==> src/hdl/lcd_rectangle_fill_sequencer_defines.svh <==
// Assertion macros shared by the window fill sequencer modules.
`ifndef LCD_RECTANGLE_FILL_SEQUENCER_DEFINES_SVH
`define LCD_RECTANGLE_FILL_SEQUENCER_DEFINES_SVH

// Same-cycle implication, checked outside reset.
`define LRFS_ASSERT_IMPL(label, clk, rst_n, ante, cons) \
	label: assert property (@(posedge clk) disable iff (!rst_n) (ante) |-> (cons)) \
		else $error("lrfs assertion failed");

// Next-cycle implication, checked outside reset.
`define LRFS_ASSERT_NEXT(label, clk, rst_n, ante, cons) \
	label: assert property (@(posedge clk) disable iff (!rst_n) (ante) |=> (cons)) \
		else $error("lrfs assertion failed");

`endif

==> src/hdl/lrfs_pkg.sv <==
// Types and constants of the window fill sequencer.
package lrfs_pkg;

	localparam logic MODE_REQUEST = 1'b0;
	localparam logic MODE_TICK    = 1'b1;

	localparam logic [1:0] ORIENT_PORTRAIT  = 2'd0;
	localparam logic [1:0] ORIENT_LANDSCAPE = 2'd1;

	localparam logic [7:0] FIXED_MARK = 8'h01;

	// Header byte positions; odd positions carry the 0x00 half of a word.
	localparam logic [4:0] STEP_COL_CMD    = 5'd0;
	localparam logic [4:0] STEP_COL_START  = 5'd2;
	localparam logic [4:0] STEP_COL_MARK0  = 5'd4;
	localparam logic [4:0] STEP_COL_END    = 5'd6;
	localparam logic [4:0] STEP_COL_MARK1  = 5'd8;
	localparam logic [4:0] STEP_PAGE_CMD   = 5'd10;
	localparam logic [4:0] STEP_PAGE_START = 5'd12;
	localparam logic [4:0] STEP_PAGE_END   = 5'd14;
	localparam logic [4:0] STEP_RAMWR      = 5'd16;
	localparam logic [4:0] STEP_PIXELS     = 5'd18;

	typedef enum logic [2:0] {
		REG_COLUMN_SET_CODE = 3'd0,
		REG_PAGE_SET_CODE   = 3'd1,
		REG_RAM_WRITE_CODE  = 3'd2,
		REG_COLUMN_OFFSET   = 3'd3,
		REG_PANEL_COLUMNS   = 3'd4
	} reg_index_t;

	localparam logic [7:0] RST_COLUMN_SET_CODE = 8'd21;
	localparam logic [7:0] RST_PAGE_SET_CODE   = 8'd117;
	localparam logic [7:0] RST_RAM_WRITE_CODE  = 8'd92;
	localparam logic [7:0] RST_COLUMN_OFFSET   = 8'd8;
	localparam logic [7:0] RST_PANEL_COLUMNS   = 8'd132;

	typedef struct packed {
		logic [7:0] column_set_code;
		logic [7:0] page_set_code;
		logic [7:0] ram_write_code;
		logic [7:0] column_offset;
		logic [7:0] panel_columns;
	} cfg_t;

	typedef struct packed {
		logic [7:0] serial_byte;
		logic       is_command;
		logic       frame_end;
	} result_t;

endpackage

==> src/hdl/lcd_rectangle_fill_sequencer.sv <==
// Top level of the LCD window fill command sequencer.
// A tick's byte goes to the head register, or to the skid register on a stall.
// Throughput: one word in per cycle; the two-word output buffer keeps input open
// while one finished byte waits, and closes it only when both entries are full.
// Reset (arst_n low) clears the busy flag, counters and buffer, and loads the
// command codes, column offset and panel column count with their defaults.
module lcd_rectangle_fill_sequencer #(
	parameter int COORD_BITS = 8
) (
	input  logic        clk,
	input  logic        arst_n,
	input  logic        in_valid,
	output logic        in_ready,
	input  logic        mode,
	input  logic [7:0]  pos_x,
	input  logic [7:0]  pos_y,
	input  logic [7:0]  box_width,
	input  logic [7:0]  box_height,
	input  logic [15:0] fill_color,
	input  logic [1:0]  orientation,
	output logic        out_valid,
	input  logic        out_ready,
	output logic [7:0]  serial_byte,
	output logic        is_command,
	output logic        frame_end,
	input  logic        cfg_valid,
	output logic        cfg_ready,
	input  logic [2:0]  cfg_index,
	input  logic [7:0]  cfg_data
);

	lrfs_pkg::cfg_t    cfg;
	lrfs_pkg::result_t res;
	lrfs_pkg::result_t out_word;
	logic              res_valid;
	logic              in_fire;

	assign cfg_ready = 1'b1;
	assign in_fire   = in_valid && in_ready;

	lrfs_cfg_regs u_cfg (
		.clk      (clk),
		.arst_n   (arst_n),
		.wr_en    (cfg_valid && cfg_ready),
		.wr_index (cfg_index),
		.wr_data  (cfg_data),
		.cfg      (cfg)
	);

	lrfs_core #(
		.COORD_BITS (COORD_BITS)
	) u_core (
		.clk         (clk),
		.arst_n      (arst_n),
		.in_fire     (in_fire),
		.mode        (mode),
		.pos_x       (pos_x),
		.pos_y       (pos_y),
		.box_width   (box_width),
		.box_height  (box_height),
		.fill_color  (fill_color),
		.orientation (orientation),
		.cfg         (cfg),
		.res_valid   (res_valid),
		.res         (res)
	);

	lrfs_out_buf u_out (
		.clk       (clk),
		.arst_n    (arst_n),
		.push      (res_valid),
		.push_data (res),
		.space     (in_ready),
		.out_valid (out_valid),
		.out_ready (out_ready),
		.out_data  (out_word)
	);

	assign serial_byte = out_word.serial_byte;
	assign is_command  = out_word.is_command;
	assign frame_end   = out_word.frame_end;

endmodule

==> src/hdl/lrfs_cfg_regs.sv <==
// Configuration register file of the window fill sequencer.
module lrfs_cfg_regs (
	input  logic              clk,
	input  logic              arst_n,
	input  logic              wr_en,
	input  logic [2:0]        wr_index,
	input  logic [7:0]        wr_data,
	output lrfs_pkg::cfg_t    cfg
);

	lrfs_pkg::cfg_t cfg_q;

	always_ff @(posedge clk or negedge arst_n) begin
		if (!arst_n) begin
			cfg_q.column_set_code <= lrfs_pkg::RST_COLUMN_SET_CODE;
			cfg_q.page_set_code   <= lrfs_pkg::RST_PAGE_SET_CODE;
			cfg_q.ram_write_code  <= lrfs_pkg::RST_RAM_WRITE_CODE;
			cfg_q.column_offset   <= lrfs_pkg::RST_COLUMN_OFFSET;
			cfg_q.panel_columns   <= lrfs_pkg::RST_PANEL_COLUMNS;
		end else if (wr_en) begin
			case (wr_index)
				lrfs_pkg::REG_COLUMN_SET_CODE: cfg_q.column_set_code <= wr_data;
				lrfs_pkg::REG_PAGE_SET_CODE:   cfg_q.page_set_code   <= wr_data;
				lrfs_pkg::REG_RAM_WRITE_CODE:  cfg_q.ram_write_code  <= wr_data;
				lrfs_pkg::REG_COLUMN_OFFSET:   cfg_q.column_offset   <= wr_data;
				lrfs_pkg::REG_PANEL_COLUMNS:   cfg_q.panel_columns   <= wr_data;
				default: ; // drop writes beyond the register list
			endcase
		end
	end

	assign cfg = cfg_q;

endmodule

==> src/hdl/lrfs_core.sv <==
// Request latch, header and pixel counters, and per-tick byte selection.
`include "lcd_rectangle_fill_sequencer_defines.svh"

module lrfs_core #(
	parameter int COORD_BITS = 8
) (
	input  logic                 clk,
	input  logic                 arst_n,
	input  logic                 in_fire,
	input  logic                 mode,
	input  logic [7:0]           pos_x,
	input  logic [7:0]           pos_y,
	input  logic [7:0]           box_width,
	input  logic [7:0]           box_height,
	input  logic [15:0]          fill_color,
	input  logic [1:0]           orientation,
	input  lrfs_pkg::cfg_t       cfg,
	output logic                 res_valid,
	output lrfs_pkg::result_t    res
);

	localparam int CW = COORD_BITS;

	logic          busy_q;
	logic [4:0]    header_step_q;
	logic [15:0]   pixels_left_q;
	logic          low_byte_next_q;
	logic [CW-1:0] window_q [4];
	logic [15:0]   held_color_q;

	logic          req;
	logic          in_header;
	logic [15:0]   pixels_dec;
	logic [CW-1:0] x_w, y_w, w_w, h_w, off_w, cols_w, one_w;
	logic [CW-1:0] win_new [4];

	assign req       = in_fire && (mode == lrfs_pkg::MODE_REQUEST) && !busy_q;
	assign res_valid = in_fire && (mode == lrfs_pkg::MODE_TICK) && busy_q;
	assign in_header = header_step_q < lrfs_pkg::STEP_PIXELS;
	assign pixels_dec = pixels_left_q - ((pixels_left_q != 16'd0) ? 16'd1 : 16'd0);

	assign x_w    = CW'(pos_x);
	assign y_w    = CW'(pos_y);
	assign w_w    = CW'(box_width);
	assign h_w    = CW'(box_height);
	assign off_w  = CW'(cfg.column_offset);
	assign cols_w = CW'(cfg.panel_columns);
	assign one_w  = CW'(1);

	// Window words, wrapping at the coordinate width.
	always_comb begin
		case (orientation)
			lrfs_pkg::ORIENT_PORTRAIT: begin
				win_new[0] = off_w + x_w;
				win_new[1] = off_w + x_w + w_w - one_w;
				win_new[2] = y_w;
				win_new[3] = y_w + h_w - one_w;
			end
			lrfs_pkg::ORIENT_LANDSCAPE: begin
				win_new[0] = off_w + cols_w - y_w - h_w;
				win_new[1] = off_w + cols_w - y_w - one_w;
				win_new[2] = x_w;
				win_new[3] = x_w + w_w - one_w;
			end
			default: begin
				win_new[0] = '0;
				win_new[1] = '0;
				win_new[2] = '0;
				win_new[3] = '0;
			end
		endcase
	end

	// Byte for the current tick.
	always_comb begin
		res = '0;
		if (in_header) begin
			if (!header_step_q[0]) begin
				case (header_step_q)
					lrfs_pkg::STEP_COL_CMD:    res.serial_byte = cfg.column_set_code;
					lrfs_pkg::STEP_COL_START:  res.serial_byte = window_q[0][7:0];
					lrfs_pkg::STEP_COL_MARK0:  res.serial_byte = lrfs_pkg::FIXED_MARK;
					lrfs_pkg::STEP_COL_END:    res.serial_byte = window_q[1][7:0];
					lrfs_pkg::STEP_COL_MARK1:  res.serial_byte = lrfs_pkg::FIXED_MARK;
					lrfs_pkg::STEP_PAGE_CMD:   res.serial_byte = cfg.page_set_code;
					lrfs_pkg::STEP_PAGE_START: res.serial_byte = window_q[2][7:0];
					lrfs_pkg::STEP_PAGE_END:   res.serial_byte = window_q[3][7:0];
					default:                   res.serial_byte = cfg.ram_write_code;
				endcase
			end
			res.is_command = (header_step_q inside {lrfs_pkg::STEP_COL_CMD,
				lrfs_pkg::STEP_COL_CMD + 5'd1, lrfs_pkg::STEP_PAGE_CMD,
				lrfs_pkg::STEP_PAGE_CMD + 5'd1})
				|| (header_step_q >= lrfs_pkg::STEP_RAMWR);
			res.frame_end = (header_step_q == lrfs_pkg::STEP_RAMWR + 5'd1)
				&& (pixels_left_q == 16'd0);
		end else if (!low_byte_next_q) begin
			res.serial_byte = held_color_q[15:8];
		end else begin
			res.serial_byte = held_color_q[7:0];
			res.frame_end   = pixels_dec == 16'd0;
		end
	end

	always_ff @(posedge clk or negedge arst_n) begin
		if (!arst_n) begin
			busy_q          <= 1'b0;
			header_step_q   <= '0;
			pixels_left_q   <= '0;
			low_byte_next_q <= 1'b0;
		end else if (req) begin
			busy_q          <= 1'b1;
			header_step_q   <= (orientation <= lrfs_pkg::ORIENT_LANDSCAPE)
				? lrfs_pkg::STEP_COL_CMD : lrfs_pkg::STEP_RAMWR;
			pixels_left_q   <= 16'(box_width) * 16'(box_height);
			low_byte_next_q <= 1'b0;
		end else if (res_valid) begin
			if (res.frame_end)
				busy_q <= 1'b0;
			if (in_header) begin
				header_step_q <= header_step_q + 5'd1;
			end else begin
				low_byte_next_q <= !low_byte_next_q;
				if (low_byte_next_q)
					pixels_left_q <= pixels_dec;
			end
		end
	end

	// Payload latched on a request.
	always_ff @(posedge clk) begin
		if (req) begin
			held_color_q <= fill_color;
			for (int i = 0; i < 4; i++)
				window_q[i] <= win_new[i];
		end
	end

	`LRFS_ASSERT_IMPL(a_step_range, clk, arst_n, 1'b1, header_step_q <= lrfs_pkg::STEP_PIXELS)
	`LRFS_ASSERT_NEXT(a_end_idles, clk, arst_n, res_valid && res.frame_end, !busy_q)
	`LRFS_ASSERT_NEXT(a_req_busy, clk, arst_n, req, busy_q && !low_byte_next_q)

endmodule

==> src/hdl/lrfs_out_buf.sv <==
// Two-word output buffer: result register plus skid register.
`include "lcd_rectangle_fill_sequencer_defines.svh"

module lrfs_out_buf (
	input  logic                 clk,
	input  logic                 arst_n,
	input  logic                 push,
	input  lrfs_pkg::result_t    push_data,
	output logic                 space,
	output logic                 out_valid,
	input  logic                 out_ready,
	output lrfs_pkg::result_t    out_data
);

	logic              head_v_q;
	logic              skid_v_q;
	lrfs_pkg::result_t head_q;
	lrfs_pkg::result_t skid_q;
	logic              pop;

	assign pop       = head_v_q && out_ready;
	assign space     = !skid_v_q;
	assign out_valid = head_v_q;
	assign out_data  = head_q;

	always_ff @(posedge clk or negedge arst_n) begin
		if (!arst_n) begin
			head_v_q <= 1'b0;
			skid_v_q <= 1'b0;
		end else if (pop || !head_v_q) begin
			// advance: skid word first, else the incoming word
			if (skid_v_q) begin
				head_v_q <= 1'b1;
				skid_v_q <= 1'b0;
			end else begin
				head_v_q <= push;
			end
		end else if (push) begin
			skid_v_q <= 1'b1;
		end
	end

	always_ff @(posedge clk) begin
		if (pop || !head_v_q) begin
			if (skid_v_q)
				head_q <= skid_q;
			else if (push)
				head_q <= push_data;
		end else if (push) begin
			skid_q <= push_data;
		end
	end

	`LRFS_ASSERT_IMPL(a_skid_has_head, clk, arst_n, skid_v_q, head_v_q)
	`LRFS_ASSERT_IMPL(a_no_overflow, clk, arst_n, push, !skid_v_q)
	`LRFS_ASSERT_NEXT(a_stall_fills, clk, arst_n, head_v_q && !out_ready && push, skid_v_q)

endmodule

==> config.mk <==
export PLATFORM = sky130hd
export DESIGN_NAME = lcd_rectangle_fill_sequencer
export DESIGN_NICKNAME = d
export VERILOG_FILES = /design/src/hdl/lrfs_pkg.sv /design/src/hdl/lcd_rectangle_fill_sequencer.sv /design/src/hdl/lrfs_cfg_regs.sv /design/src/hdl/lrfs_core.sv /design/src/hdl/lrfs_out_buf.sv
export VERILOG_INCLUDE_DIRS = /design/src /design/src/hdl
export SDC_FILE = /design/constraint.sdc
export NUM_CORES = 1
export LEC_CHECK = 0
export ABC_AREA = 0
export ABC_CLOCK_PERIOD_IN_PS = 8700
export BUFFER_PORTS_ARGS = -buffer_cell sky130_fd_sc_hd__buf_2
export CAP_MARGIN = 20
export CELL_PAD_IN_SITES_DETAIL_PLACEMENT = 1
export CELL_PAD_IN_SITES_GLOBAL_PLACEMENT = 2
export CORE_MARGIN = 10
export CORE_UTILIZATION = 43
export CTS_CLUSTER_DIAMETER = 60
export DETAILED_ROUTE_END_ITERATION = 10
export PLACE_DENSITY = 0.87
export SLEW_MARGIN = 20
export SYNTH_ARGS = -nofsm -noshare
export SYNTH_HDL_FRONTEND = slang
export SYNTH_SLANG_ARGS = --single-unit
==> constraint.sdc <==
create_clock -name clk -period 8.7 [get_ports clk]
set_input_delay 1.74 -clock clk [delete_from_list [all_inputs] [get_ports clk]]
set_output_delay 1.74 -clock clk [all_outputs]
set_load 0.05 [all_outputs]
## After elaboration in Yosys (flattened, before gate mapping)

Memory sizes are Yosys's and may differ from the RTL's.
Index checks and enable logic that the tools add are counted.

| word-level totals | value |
|---|---|
| output and inout bits | 13 |
| latch bits | 0 |
| memory bits (read-only) | 0 |
| bits of input ports | 67 |
| bits in writable memories | 32 |
| flip-flop bits (word level) | 101 |
| memories kept | 1 |

| operators by class | value |
|---|---|
| shift operators | 0 |
| multiplexer cells | 30 |
| divide/modulo/power cells | 0 |
| $mul | 1 |
| order comparisons | 3 |
| bitwise gates (word level) | 2 |
| $add $sub $neg | 13 |
| reductions and logical operators | 38 |
| eq/ne operators | 16 |

Memory list:

| memory | words | width | read ports | clocked after memory_dff | wr ports | line | text |
|---|---|---|---|---|---|---|---|
| u_core.window_q | 4 | 8 | 4 | 0 | 4 | lrfs_core.sv:28 | `logic [CW-1:0] window_q [4];` |

Operators by type and width:

| cell | count |
|---|---|
| 2-to-1 mux 16 bit | 4 |
| case mux 32 bit (2 select lines) | 1 |
| case mux 8 bit (7 select lines) | 1 |
| adder 8 bit | 5 |
| zero test 16 bit | 2 |
| subtractor 8 x 1 -> 8 bit, second input constant | 4 |
| == test 5 x 4 -> 1 bit, second input constant | 5 |
| 2-to-1 mux 8 bit | 3 |
| 2-to-1 mux 10 bit | 2 |
| 2-to-1 mux 5 bit | 4 |
| AND reduction 2 bit | 10 |
| multiplier 8 x 8 -> 16 bit | 1 |
| nonzero test 16 bit | 1 |
| subtractor 16 bit | 1 |
| subtractor 8 bit | 2 |
| 2-to-1 mux 1 bit | 15 |
| nonzero test 2 bit | 6 |
| == test 5 x 3 -> 1 bit, second input constant | 2 |
| logical AND 1 bit | 7 |
| == test 3 x 2 -> 1 bit, second input constant | 2 |
| adder 5 x 1 -> 5 bit, second input constant | 1 |
| == test 5 x 1 -> 1 bit, second input constant | 1 |
| == test 5 x 2 -> 1 bit, second input constant | 1 |
| == test 5 bit, second input constant | 1 |
| other kinds (16) | 21 |

## Logic depth before layout (Yosys ltp)

Gate-level depths: netlist of the first run.

| logic depth | value |
|---|---|
| depth after elaboration | 9 |
| depth in mapped cells | 19 |

## By module

From an unflattened synthesis of the first run, not the netlist that was laid out.

| unflattened totals | value |
|---|---|
| cells, all modules | 1050 |
| area total of the unflattened synthesis | 10562.6 um^2 |

Modules (own cells, without submodules):

| module | seq. area each (um^2) | cells an instance | area each (um^2) | times used |
|---|---|---|---|---|
| lrfs_core | 2016.9 | 918 | 8156.6 | 1 |
| lrfs_cfg_regs | 1019.7 | 88 | 1547.7 | 1 |
| lrfs_out_buf | 650.6 | 41 | 840.8 | 1 |
| lcd_rectangle_fill_sequencer | 0.0 | 3 | 17.5 | 1 |

## Worst setup path after synthesis of the first run

No wires, ideal clock.

| timing path | value |
|---|---|
| kind | input-to-reg |
| from | input port box_height[7] |
| to | register u_core.pixels_left_q[14] |
| slack | 2897 ps |
| buffers on the path | 1 |
| library setup time | 120 ps |
| arrival time | 5683 ps |
| stages | 17 |
| cell sequence | clkbuf_1 -> nand2_1 -> fa_1 -> fa_1 -> inv_1 -> fa_1 -> inv_1 -> fa_1 -> inv_1 -> ha_1 -> o21a_1 -> o21ai_0 -> nand2b_1 -> o41ai_1 -> o21ai_0 -> a211o_1 -> o211a_1 |

| on the way | value |
|---|---|
| cells in the longest elaborated chain, start to end | 2 |

Ends and longest elaborated chain:

| element | line | text |
|---|---|---|
| start: declaration | lcd_rectangle_fill_sequencer.sv:18 | `input logic [7:0] box_height,` |
| multiplier 8 x 8 -> 16 bit | lrfs_core.sv:115 | `pixels_left_q <= 16'(box_width) * 16'(box_height);` |
| 2-to-1 mux 16 bit | lrfs_core.sv:111 | `end else if (req) begin` |
| end signal: assignment | lrfs_core.sv:115 |  |
| end signal: assignment | lrfs_core.sv:125 | `pixels_left_q <= pixels_dec;` |
| end: declaration | lrfs_core.sv:26 | `logic [15:0] pixels_left_q;` |

No other way between the ends.
A chain may end at the register's enable or synchronous reset.

## Worst setup path in the final report of the first run

| timing path | value |
|---|---|
| from | input port box_width[0] |
| to | register u_core.pixels_left_q[11] |

| on the way | value |
|---|---|
| cells in the longest elaborated chain, start to end | 2 |

Ends and longest elaborated chain:

| element | line | text |
|---|---|---|
| start: declaration | lcd_rectangle_fill_sequencer.sv:17 | `input logic [7:0] box_width,` |
| multiplier 8 x 8 -> 16 bit | lrfs_core.sv:115 |  |
| 2-to-1 mux 16 bit | lrfs_core.sv:111 |  |

No other way between the ends.

==> reports/results.ini, run 1 <==
[clock_network]
clockBufferDepth=2
cts_resized=0
ctsRootBufferMaster=clkbuf_16
clock_latency_ps=430
clk_pin_slew_ps=60
cts_tree=built
numClockSinks=133
cts_setup_buffers=0
h-tree-depth=4
hold_buffers=0
cts_buffers=17

[cells_and_area]
final_util=0.4905
final_area_sq_mm=0.01196
fin_nets=1398
final_common_cell=inv_1
drive_gt1_frac=0.1535
areaGrowthSynthToFinish_pct=11.60
n_antenna_cell=0
layout_common_cells=inv_1 (162), nor2_1 (114), ha_1 (104)
final_cells=1516

[timing]
setup_viol=0
fin_crit_ps=5703
fmax_mhz=175.3
maxSlewHeadroom=0.4005
maxSlewViolCount=0
hold_ws_ps=526.7
layout_setup_ws_ps=2997
rsz0062_at_grt=false
worstMarginPinSlew_ps=899.2
min_period_over_period=0.6556
fin_worst_skew_ps=18.25
hold_viol=0
fin_tns_setup_ps=0

[yosys]
synthArstFlopShare=0.4887
syn_avg_cell_area_sq_um=9.657
seq_area_frac_synth=0.3440
synth_nets=1329
synth_seq_cells=133
yosysWarningCount=0
syn_area_sq_mm=0.01072
synth-main-ff-cell=edfxtp_1
synth-edff-count=68
synth_cell_types=67
netlist_instances=1110

[placement]
place_area_sq_mm=0.01141
place_hpwl_mm=24.06
dpl_worst_slack_ps=2581
place_congestion=0.8550
io_buffers=78
placed_cells=1483

[worst_setup_path]
worstSetupPathType=input pin to flip-flop
worstReg2RegStart=u_cfg.cfg[9]
cp-start-kind=input pin
worstPathMaxFanout=8
regToRegSetupSlack_ps=4560
cp_data_required_time_ps=9060
rr_endpoint=u_core.window_q[0][7]
r2r_cells=14
end_kind=flip-flop
critPathArrivalTime_ps=6060

[grt]
antenna_found_initial=1
grt_remaining_overflow=0
grt_pass1_vias=8816
grt_max_degree=67
grt_use_total=0.1916
grt_pass1_wl_mm=47.84

[route]
vias_per_cell=5.367
wl_mm=29.92
drtIter0Drc=368
detail-route-antenna-nets=0
drtPass1Iterations=5
via_count=8137
drc_errors=0
wire_per_inst_microns=19.74

[outcome]
status=complete, no violations

[die]
pin_count=80
dieHeight_microns=177.9
core_area_sq_mm=0.02439
die_w_microns=177.9
dieArea_sq_mm=0.03164
rows=57
start_util=0.4395

[hold_path]
hp-start=u_cfg.cfg[33]
holdPathEnd=u_cfg.cfg[33]
holdPathStages=1
hp-class=flip-flop to flip-flop

[pwr]
p_leak_nw=5.418
peakVddDrop_mv=0.1080
cellPowerDensity_mw_per_mm2=287.1
fin_total_pwr_mw=3.435

[run]
cap_violations=0

[worst max path at each step]
stage                                to          start  depth (start not counted)  slack (ps)
6_report       u_core.pixels_left_q[11]   box_width[0]                         17        3000
5_1_grt        u_core.pixels_left_q[11]  box_height[4]                         16        2680
4_1_cts        u_core.pixels_left_q[14]   box_width[4]                         17        3020
3_5_place_dp   u_core.pixels_left_q[14]   box_width[4]                         17        2580
3_3_place_gp   u_core.pixels_left_q[11]  box_height[4]                         16        2690
2_1_floorplan  u_core.pixels_left_q[14]  box_height[7]                         17        2900
[cell type report]
class | instances | area, sq um
Clock buffer | 19 | 454.2
Clock inverter | 13 | 97.59
Fill cell | 2815 | 12430
Inverter | 165 | 619.3
Multi-Input combinational cell | 777 | 6259
Sequential cell | 133 | 3687
Tap cell | 324 | 405.4
Timing Repair Buffer | 85 | 440.4
[worst max-delay path, cell delays in order]
cell      delay (ps)
buf_2            110
inv_1            230
nor2_1           120
fa_1             460
fa_1             500
ha_1             300
inv_1             50
fa_1             530
inv_1             40
ha_1             320
nor2b_1          150
o21a_1           170
o21ai_0          410
a21boi_0         280
o21a_1           250
o21ai_0          190
o221a_2          200
[state kept, by name, indices dropped and copies added, names as in the netlist]
name and cells:
u_cfg.cfg 40, u_core.window_q 32, u_core.held_color_q 16, u_core.pixels_left_q 16, u_out.out_data 10, u_out.skid_q 10, u_core.header_step_q 5, u_core.busy_q 1
u_core.low_byte_next_q 1, u_out.out_valid 1, u_out.skid_v_q 1
[per-layer routing]
metal | global-route usage | wire [microns] | part of all wire | up-vias
met5 | 0 | 0 | 0 | -
met4 | 0.05835 | 535 | 0.018 | 0
met3 | 0.02146 | 938 | 0.031 | 31
met2 | 0.3220 | 14310 | 0.48 | 149
met1 | 0.2531 | 14140 | 0.47 | 4022
li1 | - | - | - | 3935
[where the power goes]
group	leakage (nW)	switching [mW]	internal [mW]
clock	0.269	0.290	0.384
combinational	3.77	1.07	0.766
sequential	1.38	0.122	0.806
total	5.42	1.48	1.96
[cells in the mapped netlist (8+ instances only)]
master,instances,area (sq um)
nor2b_1,9,56.30
nor3_1,17,85.08
mux2_2,43,484.2
o22ai_1,8,50.05
xor2_1,19,166.4
nor2_1,114,427.9
o21a_1,11,82.58
nand2_1,64,240.2
edfxtp_1,68,2042
ha_1,104,1301
a211oi_1,12,90.09
o21ai_0,43,215.2
nand2b_1,12,75.07
nand3_1,21,105.1
and2_1,15,93.84
mux2i_1,35,350.3
inv_1,162,608.1
a21oi_1,54,270.3
xnor2_1,37,324.1
dfrtp_1,50,1251
dfstp_2,15,394.1
clkbuf_1,24,90.09
fa_1,48,960.9
[cells by family (layout without fill, tap and decap cells)]
group,after synthesis,count (layout),share of synthesized area
AO/OA/AOI/OAI,198,198,0.1193
XOR/XNOR,56,56,0.04576
adder cells (fa/ha/maj),152,152,0.2110
buffers and inverters,200,282,0.07214
flip-flops,133,133,0.3440
multiplexers,78,78,0.07786
other,1,1,0.0003498
AND/OR/NAND/NOR,292,292,0.1296
(Power assumes the default switching activity.)
==> run 2, diff against run 1 <==
- ABC_CLOCK_PERIOD_IN_PS: 8700 -> 5230
- CORE_UTILIZATION: 43 -> 36
- PLACE_DENSITY: 0.87 -> 0.78
- clock period: 8.7 -> 5.23 ns (I/O delays scaled with it)
==> reports/results.ini, run 2 (synthesis gave the netlist of run 1 again) <==
[worst_setup_path]
cp-start-kind=input pin  ; unchanged
end_kind=flip-flop  ; unchanged
cp_data_required_time_ps=5590  ; was 9060 ps
critPathArrivalTime_ps=5170  ; was 6060 ps
worstPathMaxFanout=7  ; was 8
worstSetupStartpoint=box_height[4]  ; was box_width[0]
worstReg2RegStart=u_cfg.cfg[11]  ; was u_cfg.cfg[9]
worstSetupPathType=input pin to flip-flop  ; unchanged
r2r_cells=14  ; unchanged

[cells_and_area]
layout_common_cells=inv_1 (162), nor2_1 (114), ha_1 (104)  ; unchanged
final_common_cell=inv_1  ; unchanged
areaGrowthSynthToFinish_pct=14.46  ; was 11.60%
fin_nets=1424  ; was 1,398
n_antenna_cell=0  ; unchanged
final_area_sq_mm=0.01227  ; was 0.01196 sq mm
fillers=3423  ; was 2,815
largest_reg_flops=40  ; unchanged
drive_gt1_frac=0.1724  ; was 0.1535

[grt]
grt_use_total=0.1636  ; was 0.1916
grt_remaining_overflow=0  ; unchanged
grt_pass1_vias=8505  ; was 8,816
antenna_found_initial=0  ; was 1
grt_max_degree=55  ; was 67
grt_pass1_wl_mm=47.49  ; was 47.84 mm

[timing]
hold_viol=0  ; unchanged
min_period_over_period=0.9190
worstMarginPinSlew_ps=942.8  ; was 899.2 ps
maxSlewViolCount=0  ; unchanged
fmax_mhz=208.1
setup_viol=0  ; unchanged
fin_crit_ps=4806
maxSlewHeadroom=0.3661  ; was 0.4005
fin_worst_skew_ps=13.84  ; was 18.25 ps
rsz0062_at_grt=false  ; unchanged

[die]
die_w_microns=192.6  ; was 177.9 microns
start_util=0.3636  ; was 0.4395
pin_count=80  ; unchanged
rows=63  ; was 57
core_area_sq_mm=0.02948  ; was 0.02439 sq mm
dieArea_sq_mm=0.03708  ; was 0.03164 sq mm
dieHeight_microns=192.6  ; was 177.9 microns

[pwr]
clkPwrFrac=0.202  ; was 0.196
p_leak_nw=5.557  ; was 5.418 nW
seq_power_share=0.268  ; was 0.270
fin_total_pwr_mw=5.763  ; was 3.435 mW
p_comb_frac=0.530  ; was 0.534
p_sw_mw=2.412  ; was 1.479 mW
peakVddDrop_mv=0.2137  ; was 0.1080 mV
cellPowerDensity_mw_per_mm2=469.7  ; was 287.1 mW/mm^2
swShare=0.4186  ; was 0.4305
p_int_mw=3.351  ; was 1.956 mW

[clock_network]
clk_pin_slew_ps=60  ; about the same
cts_setup_buffers=0  ; unchanged
hold_buffers=0  ; unchanged
cts_resized=0  ; unchanged
h-tree-depth=4  ; unchanged
ctsRootBufferMaster=clkbuf_16  ; unchanged
cts_buffers=17  ; unchanged
clock_latency_ps=430  ; about the same
cts_tree=built  ; unchanged
numClockSinks=133  ; unchanged
clockBufferDepth=2  ; unchanged

[route]
met2_length_mm=13.76  ; was 14.31 mm
drtPass1Iterations=5  ; unchanged
detail-route-antenna-nets=0  ; unchanged
wl_met1_mm=14.80  ; was 14.14 mm
vias_per_cell=5.035  ; was 5.367
drtIter0Drc=402  ; was 368
via_count=8096  ; was 8,137
met3_length_mm=1.069  ; was 938 microns
wire_per_inst_microns=18.62  ; was 19.74 microns
drc_errors=0  ; unchanged
routed.top_layer=met4  ; unchanged
wl_mm=29.94  ; was 29.92 mm

[placement]
io_buffers=78  ; unchanged
place_area_sq_mm=0.01169  ; was 0.01141 sq mm
place_hpwl_mm=24.20  ; was 24.06 mm
place_congestion=0.8515  ; was 0.8550

[hold_path]
hp-class=flip-flop to flip-flop  ; unchanged
hp-start=u_cfg.cfg[17]  ; was u_cfg.cfg[33]
holdPathStages=1  ; unchanged

[run]
cap_violations=0  ; unchanged

[outcome]
status=complete, no violations  ; unchanged

run 2: cell count changes in the layout (fill, tap and decap cells not counted):
cell,before,now
buf_2,79,78
buf_4,6,33
clkinv_1,3,2
clkinv_2,3,1
inv_4,0,2
inv_8,1,0
clkinv_4,3,2
inv_6,3,4
clkbuf_16,18,19
clkbuf_8,0,1
run 2: layout make-up:
cell class | count | area, sq um | area share
Multi-Input combinational cell | 777 | 6259 | 0.5101
Timing Repair Buffer | 111 | 638.1 | 0.05201
Tap cell | 390 | 488.0 | 0.03977
Inverter | 165 | 619.3 | 0.05048
Clock buffer | 21 | 493.0 | 0.04018
Clock inverter | 11 | 85.08 | 0.006935
Sequential cell | 133 | 3687 | 0.3005
run 2: per-stage QoR:
stage | TNS (ps) | hold slack [ps] | utilization | worst slack (ps) | instances
after floorplan | 0 | 474.1 | - | 120.5 | 1110
after global placement | 0 | 490.3 | 0.3966 | 45.23 | 1576
after detailed placement | -83.02 | 500.2 | 0.3966 | -63.56 | 1576
after CTS | 0 | 514.2 | 0.4162 | 396.0 | 1608
after global routing | 0 | 532.3 | 0.4162 | 151.4 | 1608
final | 0 | 510.7 | 0.4162 | 423.7 | 1608
run 2: final timing paths:
path                            slack (ps)                       end
worst max-delay path                   420  u_core.pixels_left_q[11]
worst min-delay path                   510             u_cfg.cfg[17]
worst max register to register        1020     u_core.window_q[0][7]
worst min register to register         510             u_cfg.cfg[17]
max in group asynchronous             3660              u_cfg.cfg[9]
min in group asynchronous              520  u_core.pixels_left_q[15]
run 2: critical path: stages:
cell and delay, ps:
buf_2 110, inv_1 180, nor2_1 90, fa_1 570
fa_1 450, fa_1 540, inv_1 50, fa_1 520
inv_1 40, ha_1 300, buf_4 150, o21a_1 180
o21a_1 170, a21boi_0 150, o21a_1 220, o21ai_0 190
o221a_2 200
run 2: power by group through the flow:
stage	Clock, mW	Sequential, mW	Combinational [mW]
floorplan	0	1.52	2.27
global placement	0	1.56	2.99
detailed placement	0	1.56	3.05
CTS	1.19	1.54	3.08
global route	1.24	1.57	3.45
finish	1.16	1.54	3.06
run 2: routing by layer:
layer	track usage	vias up
li1	-	3996
met1	0.2290	3964
met2	0.2629	116
met3	0.02349	20
met4	0.03369	0
met5	0	-
